`config.mk`:
```
export PLATFORM = sky130hd
export DESIGN_NAME = fan_health_monitor
export DESIGN_NICKNAME = d
export VERILOG_FILES = /design/src/hdl/fhm_pkg.sv /design/src/hdl/fan_health_monitor.sv
export SDC_FILE = /design/constraint.sdc
export NUM_CORES = 1
export LEC_CHECK = 0
export ABC_AREA = 0
export ABC_CLOCK_PERIOD_IN_PS = 7200
export BUFFER_PORTS_ARGS = -buffer_cell sky130_fd_sc_hd__buf_4
export CORE_UTILIZATION = 65
export DETAILED_ROUTE_END_ITERATION = 12
export PLACE_DENSITY = 0.9
export SLEW_MARGIN = 10
export SYNTH_ARGS = -nofsm -noshare
export SYNTH_HDL_FRONTEND = slang
export SYNTH_SLANG_ARGS = --single-unit
```
`constraint.sdc`:
```
create_clock -name clk_i -period 7.2 [get_ports clk_i]
set_input_delay 1.8 -clock clk_i [delete_from_list [all_inputs] [get_ports clk_i]]
set_output_delay 1.8 -clock clk_i [all_outputs]
set_load 0.05 [all_outputs]
```
`src/hdl/fhm_pkg.sv`:
```
// Shared types and constants of the fan health monitor.
`timescale 1ns / 1ps

package fhm_pkg;

  // Consecutive fan-fault polls before a hardware fault is declared.
  localparam logic [1:0] FaultPolls = 2'd3;

  // Number of bits in the margin multiplier (one shift-add step per bit).
  localparam int unsigned MarginW = 8;
  localparam int unsigned SpeedW  = 16;
  localparam int unsigned ProdW   = SpeedW + MarginW;
  localparam int unsigned CfgIdxW = 3;

  // Configuration register indexes.
  localparam logic [CfgIdxW-1:0] RegMargin    = 3'd0;
  localparam logic [CfgIdxW-1:0] RegIntegLim  = 3'd1;
  localparam logic [CfgIdxW-1:0] RegIntegUp   = 3'd2;
  localparam logic [CfgIdxW-1:0] RegIntegDown = 3'd3;
  localparam logic [CfgIdxW-1:0] RegReqSpeed  = 3'd4;

  typedef enum logic [1:0] {
    KIND_NONE = 2'd0,
    KIND_COMM = 2'd1,
    KIND_HW   = 2'd2,
    KIND_CFG  = 2'd3
  } fault_kind_e;

  typedef enum logic [4:0] {
    S_IDLE  = 5'b00001,
    S_CHECK = 5'b00010,
    S_MUL   = 5'b00100,
    S_CMP   = 5'b01000,
    S_OUT   = 5'b10000
  } state_e;

  // One poll, as captured from the input beat.
  typedef struct packed {
    logic              speed_write_error;
    logic [SpeedW-1:0] measured_speed;
    logic              speed_read_error;
    logic              fan_fault;
    logic              status_read_error;
    logic [SpeedW-1:0] info_max_speed;
    logic              info_read_error;
    logic              info_refresh;
  } poll_t;

  // One result; packed so oper_fault lands in the lowest bit.
  typedef struct packed {
    logic              speed_error;
    logic [SpeedW-1:0] write_speed;
    logic              speed_write;
    logic              info_failed;
    logic              status_changed;
    fault_kind_e       fault_kind;
    logic              oper_fault;
  } result_t;

endpackage

```
`src/hdl/fan_health_monitor.sv`:
```
// Fan health monitor: per-poll fault qualification and speed tracking.
`timescale 1ns / 1ps

// Channel   | Dir | Signals                                  | Beat
// ----------+-----+------------------------------------------+----------------------------
// poll in   | in  | s_axis_tvalid/tready/tdata[39:0]         | one fan poll
// result    | out | m_axis_tvalid/tready/tdata[23:0]         | one result per poll
// config    | in  | cfg_valid/ready, cfg_index[2:0], cfg_data | one register write
//
// A poll that ends on a fault or abort goes from check straight to output; when
// the speed check runs, the 8-step shift-add margin multiply and compare follow.
// The multiply forms margin_percent * target so that the percent test
// 100*diff/target >= margin becomes 100*diff >= margin*target, no divider.
// Reset clears all state and loads the register defaults; no clearing pass.
// A stalled result holds in the output register; the next poll is taken
// meanwhile and waits in its final state until the output register frees.
// Config writes are taken only while idle (cfg_ready_o follows s_axis_tready_o).

module fan_health_monitor
  import fhm_pkg::*;
(
  input  logic               clk_i,
  input  logic               rst_ni,
  // [0] info_refresh, [1] info_read_error, [17:2] info_max_speed,
  // [18] status_read_error, [19] fan_fault, [20] speed_read_error,
  // [36:21] measured_speed, [37] speed_write_error, [39:38] zero
  input  logic               s_axis_tvalid_i,
  output logic               s_axis_tready_o,
  input  logic [39:0]        s_axis_tdata_i,
  // [0] oper_fault, [2:1] fault_kind, [3] status_changed, [4] info_failed,
  // [5] speed_write, [21:6] write_speed, [22] speed_error, [23] zero
  output logic               m_axis_tvalid_o,
  input  logic               m_axis_tready_i,
  output logic [23:0]        m_axis_tdata_o,
  input  logic               cfg_valid_i,
  output logic               cfg_ready_o,
  input  logic [CfgIdxW-1:0] cfg_index_i,
  input  logic [SpeedW-1:0]  cfg_data_i
);

  // Configuration registers
  logic [MarginW-1:0] margin_q;
  logic [SpeedW-1:0]  integ_lim_q, integ_up_q, integ_down_q;

  // Block state
  logic              info_valid_q;
  logic [SpeedW-1:0] max_speed_q;
  logic [1:0]        fault_cnt_q;
  logic [SpeedW-1:0] cmd_speed_q;
  logic [SpeedW-1:0] integ_q;
  logic              spd_err_q;
  logic              prev_fault_q;

  // Sequencer and datapath
  state_e             state_q;
  poll_t              poll_q;
  logic [SpeedW-1:0]  target_q;
  logic [SpeedW-1:0]  diff_q;
  logic [ProdW-1:0]   acc_q;       // margin * target accumulator
  logic [ProdW-1:0]   mcand_q;     // target, shifted left each step
  logic [MarginW-1:0] mplier_q;    // margin, shifted right each step
  logic [2:0]         step_q;
  logic [ProdW-1:0]   prod100_q;   // 100 * diff
  result_t            res_q;
  result_t            out_q;
  logic               out_valid_q;

  logic in_fire, out_free, cfg_fire;
  assign in_fire  = s_axis_tvalid_i && s_axis_tready_o;
  assign out_free = !out_valid_q || m_axis_tready_i;
  assign cfg_fire = cfg_valid_i && cfg_ready_o;

  assign s_axis_tready_o = (state_q == S_IDLE);
  assign cfg_ready_o     = (state_q == S_IDLE);
  assign m_axis_tvalid_o = out_valid_q;
  assign m_axis_tdata_o  = {1'b0, out_q};

  // ---- check stage: info latch, early faults, target ----
  logic              need_info, abort, chk_fail;
  logic [SpeedW-1:0] max_eff, target_c;
  logic [1:0]        fc_inc;
  fault_kind_e       chk_kind;
  result_t           chk_res;
  always_comb begin
    need_info = !info_valid_q || poll_q.info_refresh;
    abort     = need_info && poll_q.info_read_error;
    max_eff   = need_info ? poll_q.info_max_speed : max_speed_q;
    target_c  = (cmd_speed_q == '0) ? max_eff : cmd_speed_q;
    fc_inc    = (fault_cnt_q < FaultPolls) ? fault_cnt_q + 2'd1 : fault_cnt_q;
    chk_fail  = 1'b0;
    chk_kind  = KIND_NONE;
    if (poll_q.status_read_error) begin
      chk_fail = 1'b1;
      chk_kind = KIND_COMM;
    end else if (poll_q.fan_fault) begin
      // fault only once it has persisted long enough
      chk_fail = (fc_inc >= FaultPolls);
      chk_kind = chk_fail ? KIND_HW : KIND_NONE;
    end else if (poll_q.speed_read_error) begin
      chk_fail = 1'b1;
      chk_kind = KIND_COMM;
    end else if (target_c == '0) begin
      chk_fail = 1'b1;
      chk_kind = KIND_CFG;
    end
    chk_res             = '0;
    chk_res.speed_error = spd_err_q;
    if (abort) begin
      chk_res.info_failed = 1'b1;
    end else begin
      chk_res.oper_fault     = chk_fail;
      chk_res.fault_kind     = chk_kind;
      chk_res.status_changed = (chk_fail != prev_fault_q);
    end
  end

  // ---- compare stage: margin test and leaky integrator ----
  logic              out_margin, wr, comm, flag_n;
  logic [SpeedW:0]   integ_sum;
  logic [SpeedW-1:0] integ_n;
  result_t           cmp_res;
  always_comb begin
    out_margin = prod100_q >= acc_q;
    wr         = out_margin && (cmd_speed_q != target_q);
    comm       = wr && poll_q.speed_write_error;
    integ_sum  = {1'b0, integ_q} + {1'b0, integ_up_q};
    integ_n    = integ_q;
    flag_n     = spd_err_q;
    if (out_margin) begin
      if (integ_q < integ_lim_q) begin
        if (integ_sum >= {1'b0, integ_lim_q}) begin
          integ_n = integ_lim_q;
          flag_n  = 1'b1;
        end else begin
          integ_n = integ_sum[SpeedW-1:0];
        end
      end
    end else begin
      integ_n = (integ_down_q > integ_q) ? '0 : integ_q - integ_down_q;
      if (integ_n == '0) begin
        flag_n = 1'b0;
      end
    end
    cmp_res                = '0;
    cmp_res.speed_write    = wr;
    cmp_res.write_speed    = wr ? target_q : '0;
    cmp_res.speed_error    = flag_n;
    cmp_res.oper_fault     = flag_n || comm;
    cmp_res.fault_kind     = flag_n ? KIND_HW : (comm ? KIND_COMM : KIND_NONE);
    cmp_res.status_changed = (flag_n || comm) != prev_fault_q;
  end

  always_ff @(posedge clk_i or negedge rst_ni) begin
    if (!rst_ni) begin
      state_q      <= S_IDLE;
      margin_q     <= 8'd10;
      integ_lim_q  <= 16'd8;
      integ_up_q   <= 16'd2;
      integ_down_q <= 16'd1;
      info_valid_q <= 1'b0;
      max_speed_q  <= '0;
      fault_cnt_q  <= '0;
      cmd_speed_q  <= '0;
      integ_q      <= '0;
      spd_err_q    <= 1'b0;
      prev_fault_q <= 1'b0;
      poll_q       <= '0;
      target_q     <= '0;
      diff_q       <= '0;
      acc_q        <= '0;
      mcand_q      <= '0;
      mplier_q     <= '0;
      step_q       <= '0;
      prod100_q    <= '0;
      res_q        <= '0;
    end else begin
      case (state_q)
        S_IDLE: begin
          if (in_fire) begin
            poll_q  <= poll_t'(s_axis_tdata_i[$bits(poll_t)-1:0]);
            state_q <= S_CHECK;
          end
        end

        S_CHECK: begin
          res_q <= chk_res;
          if (abort) begin
            prev_fault_q <= 1'b0;
            state_q      <= S_OUT;
          end else begin
            if (need_info) begin
              max_speed_q  <= poll_q.info_max_speed;
              info_valid_q <= 1'b1;
            end
            if (poll_q.status_read_error) begin
              prev_fault_q <= chk_fail;
              state_q      <= S_OUT;
            end else if (poll_q.fan_fault) begin
              fault_cnt_q  <= fc_inc;
              prev_fault_q <= chk_fail;
              state_q      <= S_OUT;
            end else begin
              fault_cnt_q <= '0;
              if (poll_q.speed_read_error || (target_c == '0)) begin
                prev_fault_q <= chk_fail;
                state_q      <= S_OUT;
              end else begin
                target_q <= target_c;
                diff_q   <= (poll_q.measured_speed >= target_c)
                            ? poll_q.measured_speed - target_c
                            : target_c - poll_q.measured_speed;
                acc_q    <= '0;
                mcand_q  <= {{MarginW{1'b0}}, target_c};
                mplier_q <= margin_q;
                step_q   <= '0;
                state_q  <= S_MUL;
              end
            end
          end
        end

        S_MUL: begin
          // one shift-add step per cycle
          if (mplier_q[0]) begin
            acc_q <= acc_q + mcand_q;
          end
          mcand_q   <= {mcand_q[ProdW-2:0], 1'b0};
          mplier_q  <= {1'b0, mplier_q[MarginW-1:1]};
          step_q    <= step_q + 3'd1;
          prod100_q <= {2'b00, diff_q, 6'b0} + {3'b000, diff_q, 5'b0}
                     + {6'b0, diff_q, 2'b0};
          if (step_q == 3'(MarginW - 1)) begin
            state_q <= S_CMP;
          end
        end

        S_CMP: begin
          integ_q   <= integ_n;
          spd_err_q <= flag_n;
          if (wr && !poll_q.speed_write_error) begin
            cmd_speed_q <= target_q;
          end
          res_q        <= cmp_res;
          prev_fault_q <= flag_n || comm;
          state_q      <= S_OUT;
        end

        S_OUT: begin
          if (out_free) begin
            state_q <= S_IDLE;
          end
        end

        default: state_q <= S_IDLE;
      endcase

      // config writes land only while idle, so they never meet a poll update
      if (cfg_fire) begin
        case (cfg_index_i)
          RegMargin:    margin_q     <= cfg_data_i[MarginW-1:0];
          RegIntegLim:  integ_lim_q  <= cfg_data_i;
          RegIntegUp:   integ_up_q   <= cfg_data_i;
          RegIntegDown: integ_down_q <= cfg_data_i;
          RegReqSpeed:  cmd_speed_q  <= cfg_data_i;
          default: ;
        endcase
      end
    end
  end

  // Output register: loads from the final state, drains on tready.
  always_ff @(posedge clk_i or negedge rst_ni) begin
    if (!rst_ni) begin
      out_valid_q <= 1'b0;
      out_q       <= '0;
    end else if ((state_q == S_OUT) && out_free) begin
      out_q       <= res_q;
      out_valid_q <= 1'b1;
    end else if (m_axis_tready_i) begin
      out_valid_q <= 1'b0;
    end
  end

  // ---- assertions ----
  a_state_onehot: assert property (@(posedge clk_i) disable iff (!rst_ni)
    $onehot(state_q))
    else $error("sequencer state not one-hot");

  a_flag_needs_level: assert property (@(posedge clk_i) disable iff (!rst_ni)
    spd_err_q |-> (integ_q != '0))
    else $error("speed error set with empty integrator");

  a_abort_clean: assert property (@(posedge clk_i) disable iff (!rst_ni)
    (m_axis_tvalid_o && m_axis_tdata_o[4]) |-> (m_axis_tdata_o[3:0] == 4'b0000
      && !m_axis_tdata_o[5]))
    else $error("aborted poll reports a fault or write");

  a_fault_cnt_sat: assert property (@(posedge clk_i) disable iff (!rst_ni)
    (state_q == S_CHECK && fault_cnt_q == FaultPolls) |=> (fault_cnt_q == FaultPolls
      || fault_cnt_q == 2'd0))
    else $error("fault count left saturation other than by clearing");

endmodule

```
==> results.txt <==
Reg clk slew, reported paths - 0.06 ns
Die height - 173.8 µm
Grt ovf - 0
Largest net degree at the start of global routing - 132
R2R depth - 15
Crit path kind - reg -> reg
Drc violations - 0
Clock power share - 0.184
Area of the multi-input gates - 10600 µm²
Fin Setup TNS - 0 ns
Routed wire per std cell - 20.91 µm
Seq/Total Area, Yosys - 0.4059
Starting DRC count in detailed routing - 1648
Least-Margin Pin Slew - 1.321 ns
YS warnings - 0
Fin Clk Skew - 0.01822 ns
Overall power - 10480 µW
Diode count - 0
Post-synth ARST share - 1.000
Fillers - 1924
Final min period - 5.120 ns
Crit path capture type - register
Setup bufs post-CTS - 0
Hold_ws - 0.4901 ns
Top_reg_cell synth - dfrtp_1
Setup ws final - 2.080 ns
Critical-path maximum fanout - 23
Status - finished, final reports clean
Worst slew margin - 0.1145
NetSw - 4714 µW
Max IR drop VDD - 0.0003318 V
Vias - 16276
Port Buffers - 87
Global-route wire length before repair - 85610 µm
Max Cap Violations - 0
Sw Share - 0.4496
Clk Latency, worst-skew pair - 0.52 ns
WL final - 52810 µm
R2r startpoint - cmd_speed_q[8]
Syn Inst Count - 2056
Final HPWL DP - 37720 µm
Die W - 173.8 µm
Clock Tree Root - clkbuf_16
CTS tree - done
RSZ-0062 raised after global routing - false
Worst endpoint required time - 7.60 ns
Comb pwr share - 0.531
Seq pwr share - 0.285
H-tree depth - 2
Vias/cell - 6.446
Dpl ws - 2.147 ns
Worst Hold Class - reg -> reg
CP startpoint - cmd_speed_q[8]
Pwr Density - 489.8 nW/µm²
Initial antenna violation count - 1
Core area - 28860 µm²
Setup violators final - 0
Startpoint types - register
# nets final - 2358
Clock Tree Buf Depth - 3
Synth cell types - 83
Pre-antenna DRT Iters - 5
Crit path capture - diff_q[12]
Site row count - 62
Reg2Reg Capture Point - diff_q[12]
Initial Util - 0.6650
Clock tree sinks - 311
Share of cells above drive strength 1 - 0.1270
Post-CTS sizing - 0
Internal - 5770 µW
Hold Buf Count CTS - 0
Synthesized area per cell - 9.334 µm²
Die ar. - 30220 µm²
Final GP Congestion - 0.9488
Post-synth EDFFs - 0
Synthesis-stage register bit count - 311
Syn_nets - 2298
Fmax - 195.3 MHz
Vias in the first global route - 16165
Reg2reg setup slack - 2.08 ns
CP arrival - 5.52 ns
Reg area - 7790 µm²
Final period util - 0.7111
CTS buffer count - 36
Final Hold Vio Count - 0
Synthesized area - 19190 µm²
Synth-to-Final Area Change - 11.55%
Lkg Pwr - 0.01032 µW
Post-DRT Antenna Nets - 0
Max Slew Vio Count - 0
Tot GR Track Use - 0.3570
I/O pins - 91
[registers in the layout (all words and copies together) (netlist names)]
register,flops
state_q,5
info_valid_q,1
integ_up_q,16
cmd_speed_q,16
diff_q,16
res_q,23
fault_cnt_q,2
m_axis_tdata_o,23
prod100_q,21
prev_fault_q,1
margin_q,8
mcand_q,24
acc_q,24
max_speed_q,16
step_q,3
integ_q,16
poll_q,38
target_q,16
integ_down_q,16
spd_err_q,1
mplier_q,8
m_axis_tvalid_o,1
integ_lim_q,16
[cell usage in the layout (no fill, tap or decap), types with 49 or more instances in the layout]
master / synthesis / final
mux2i_1: 56 / 56
mux2_2: 75 / 75
buf_4: 3 / 103
xnor2_1: 49 / 49
inv_1: 129 / 129
dfrtp_1: 305 / 305
nand2_1: 295 / 294
nor2_1: 141 / 141
o21ai_0: 136 / 135
a21oi_1: 116 / 116
ha_1: 160 / 160
[synth_stat cells (4+ instances only)]
library cell,count,area share
a21oi_1,116,0.030
o21ai_0,136,0.035
nand3b_1,5,0.0020
dfrtp_1,305,0.40
nand4_1,29,0.0095
a2111oi_0,6,0.0027
dfstp_2,6,0.0082
a31oi_1,10,0.0033
fa_1,18,0.019
inv_1,129,0.025
mux2_2,75,0.044
o211ai_1,7,0.0027
mux2i_1,56,0.029
clkbuf_1,58,0.011
nand2_1,295,0.058
a211oi_1,12,0.0047
and3_1,12,0.0039
a21o_1,46,0.018
a21boi_0,6,0.0023
o21a_1,12,0.0047
xor2_1,29,0.013
o2111ai_1,5,0.0023
a22o_1,16,0.0073
nor2_1,141,0.028
and2_1,5,0.0016
ha_1,160,0.10
nand3_1,34,0.0089
buf_2,16,0.0042
o21ai_1,35,0.0091
buf_1,5,0.00098
nor4_1,11,0.0036
o31ai_1,33,0.013
xnor2_1,49,0.022
a211o_1,5,0.0023
nor3_1,33,0.0086
o22ai_1,4,0.0013
nor2b_1,13,0.0042
or3_1,9,0.0029
nand2b_1,10,0.0033
o21bai_1,32,0.013
[cells by family (layout without fill, tap and decap cells)]
group,count (synthesis),after routing,share of synthesized area
other,1,1,0.0001954
multiplexers,132,132,0.07380
flip-flops,311,311,0.4059
AO/OA/AOI/OAI,520,520,0.1720
AND/OR/NAND/NOR,622,622,0.1455
buffers and inverters,214,299,0.04388
XOR/XNOR,78,78,0.03560
adder cells (fa/ha/maj),178,178,0.1231
[worst min-delay path by stage]
| stage | end | slack (ns) | startpoint | cells after the start |
|---|---|---|---|---|
| 3_5_place_dp | prod100_q[6] | 0.48 | prod100_q[6] | 2 |
| 3_3_place_gp | res_q[5] | 0.46 | res_q[5] | 1 |
| 2_1_floorplan | prod100_q[13] | 0.44 | prod100_q[13] | 2 |
| 4_1_cts | prod100_q[6] | 0.49 | prod100_q[6] | 2 |
| 5_1_grt | mplier_q[6] | 0.52 | mplier_q[7] | 2 |
| 6_report | mplier_q[1] | 0.49 | mplier_q[2] | 2 |
[area by class of cell]
type                       count  area share
timing repair buffer         105     0.03776
tap                          384     0.02244
inverter                     131     0.02297
clock inverter                13    0.009293
multi-input combinational   1531      0.4953
sequential                   311      0.3639
clock buffer                  50     0.04834
[power groups by stage]
stage / sequential [µW] / combinational (µW) / clock [µW]
3_5_place_dp: 2980 / 5380 / 0
2_1_floorplan: 2840 / 3990 / 0
3_3_place_gp: 2930 / 5160 / 0
6_report: 2990 / 5570 / 1930
5_1_grt: 3040 / 6140 / 2010
4_1_cts: 2960 / 5480 / 1930
[worst max-delay path, cell delays in order (launching register included)]
cell and delay [ns]:
dfrtp_1 0.43, nor4_1 0.39, nand4_1 0.62, o21bai_1 0.75, ha_1 0.42, nor2b_1 0.16
o21ai_0 0.26, a31o_2 0.22, a21oi_1 0.09, o21ai_0 0.18, a21o_1 0.13, buf_4 0.28
mux2i_1 0.17, o21ai_0 0.42, o211ai_1 0.17, a211o_1 0.28
[layer usage]
layer,up-vias,part of all wire,track usage
li1,7371,-,-
met1,7903,0.41,0.4784
met2,808,0.45,0.5560
met3,194,0.086,0.07083
met4,0,0.052,0.1751
met5,-,0,0
[per-stage QoR]
| step | util | std cells | area (µm²) |
|---|---|---|---|
| after floorplan | - | 2056 | 19190 |
| final | 0.7418 | 2525 | 21410 |
| after global placement | 0.6991 | 2462 | 20170 |
| after CTS | 0.7418 | 2525 | 21410 |
| after global routing | 0.7418 | 2525 | 21410 |
| after detailed placement | 0.6991 | 2462 | 20170 |
Note: power is estimated with default switching activity, not from simulation.
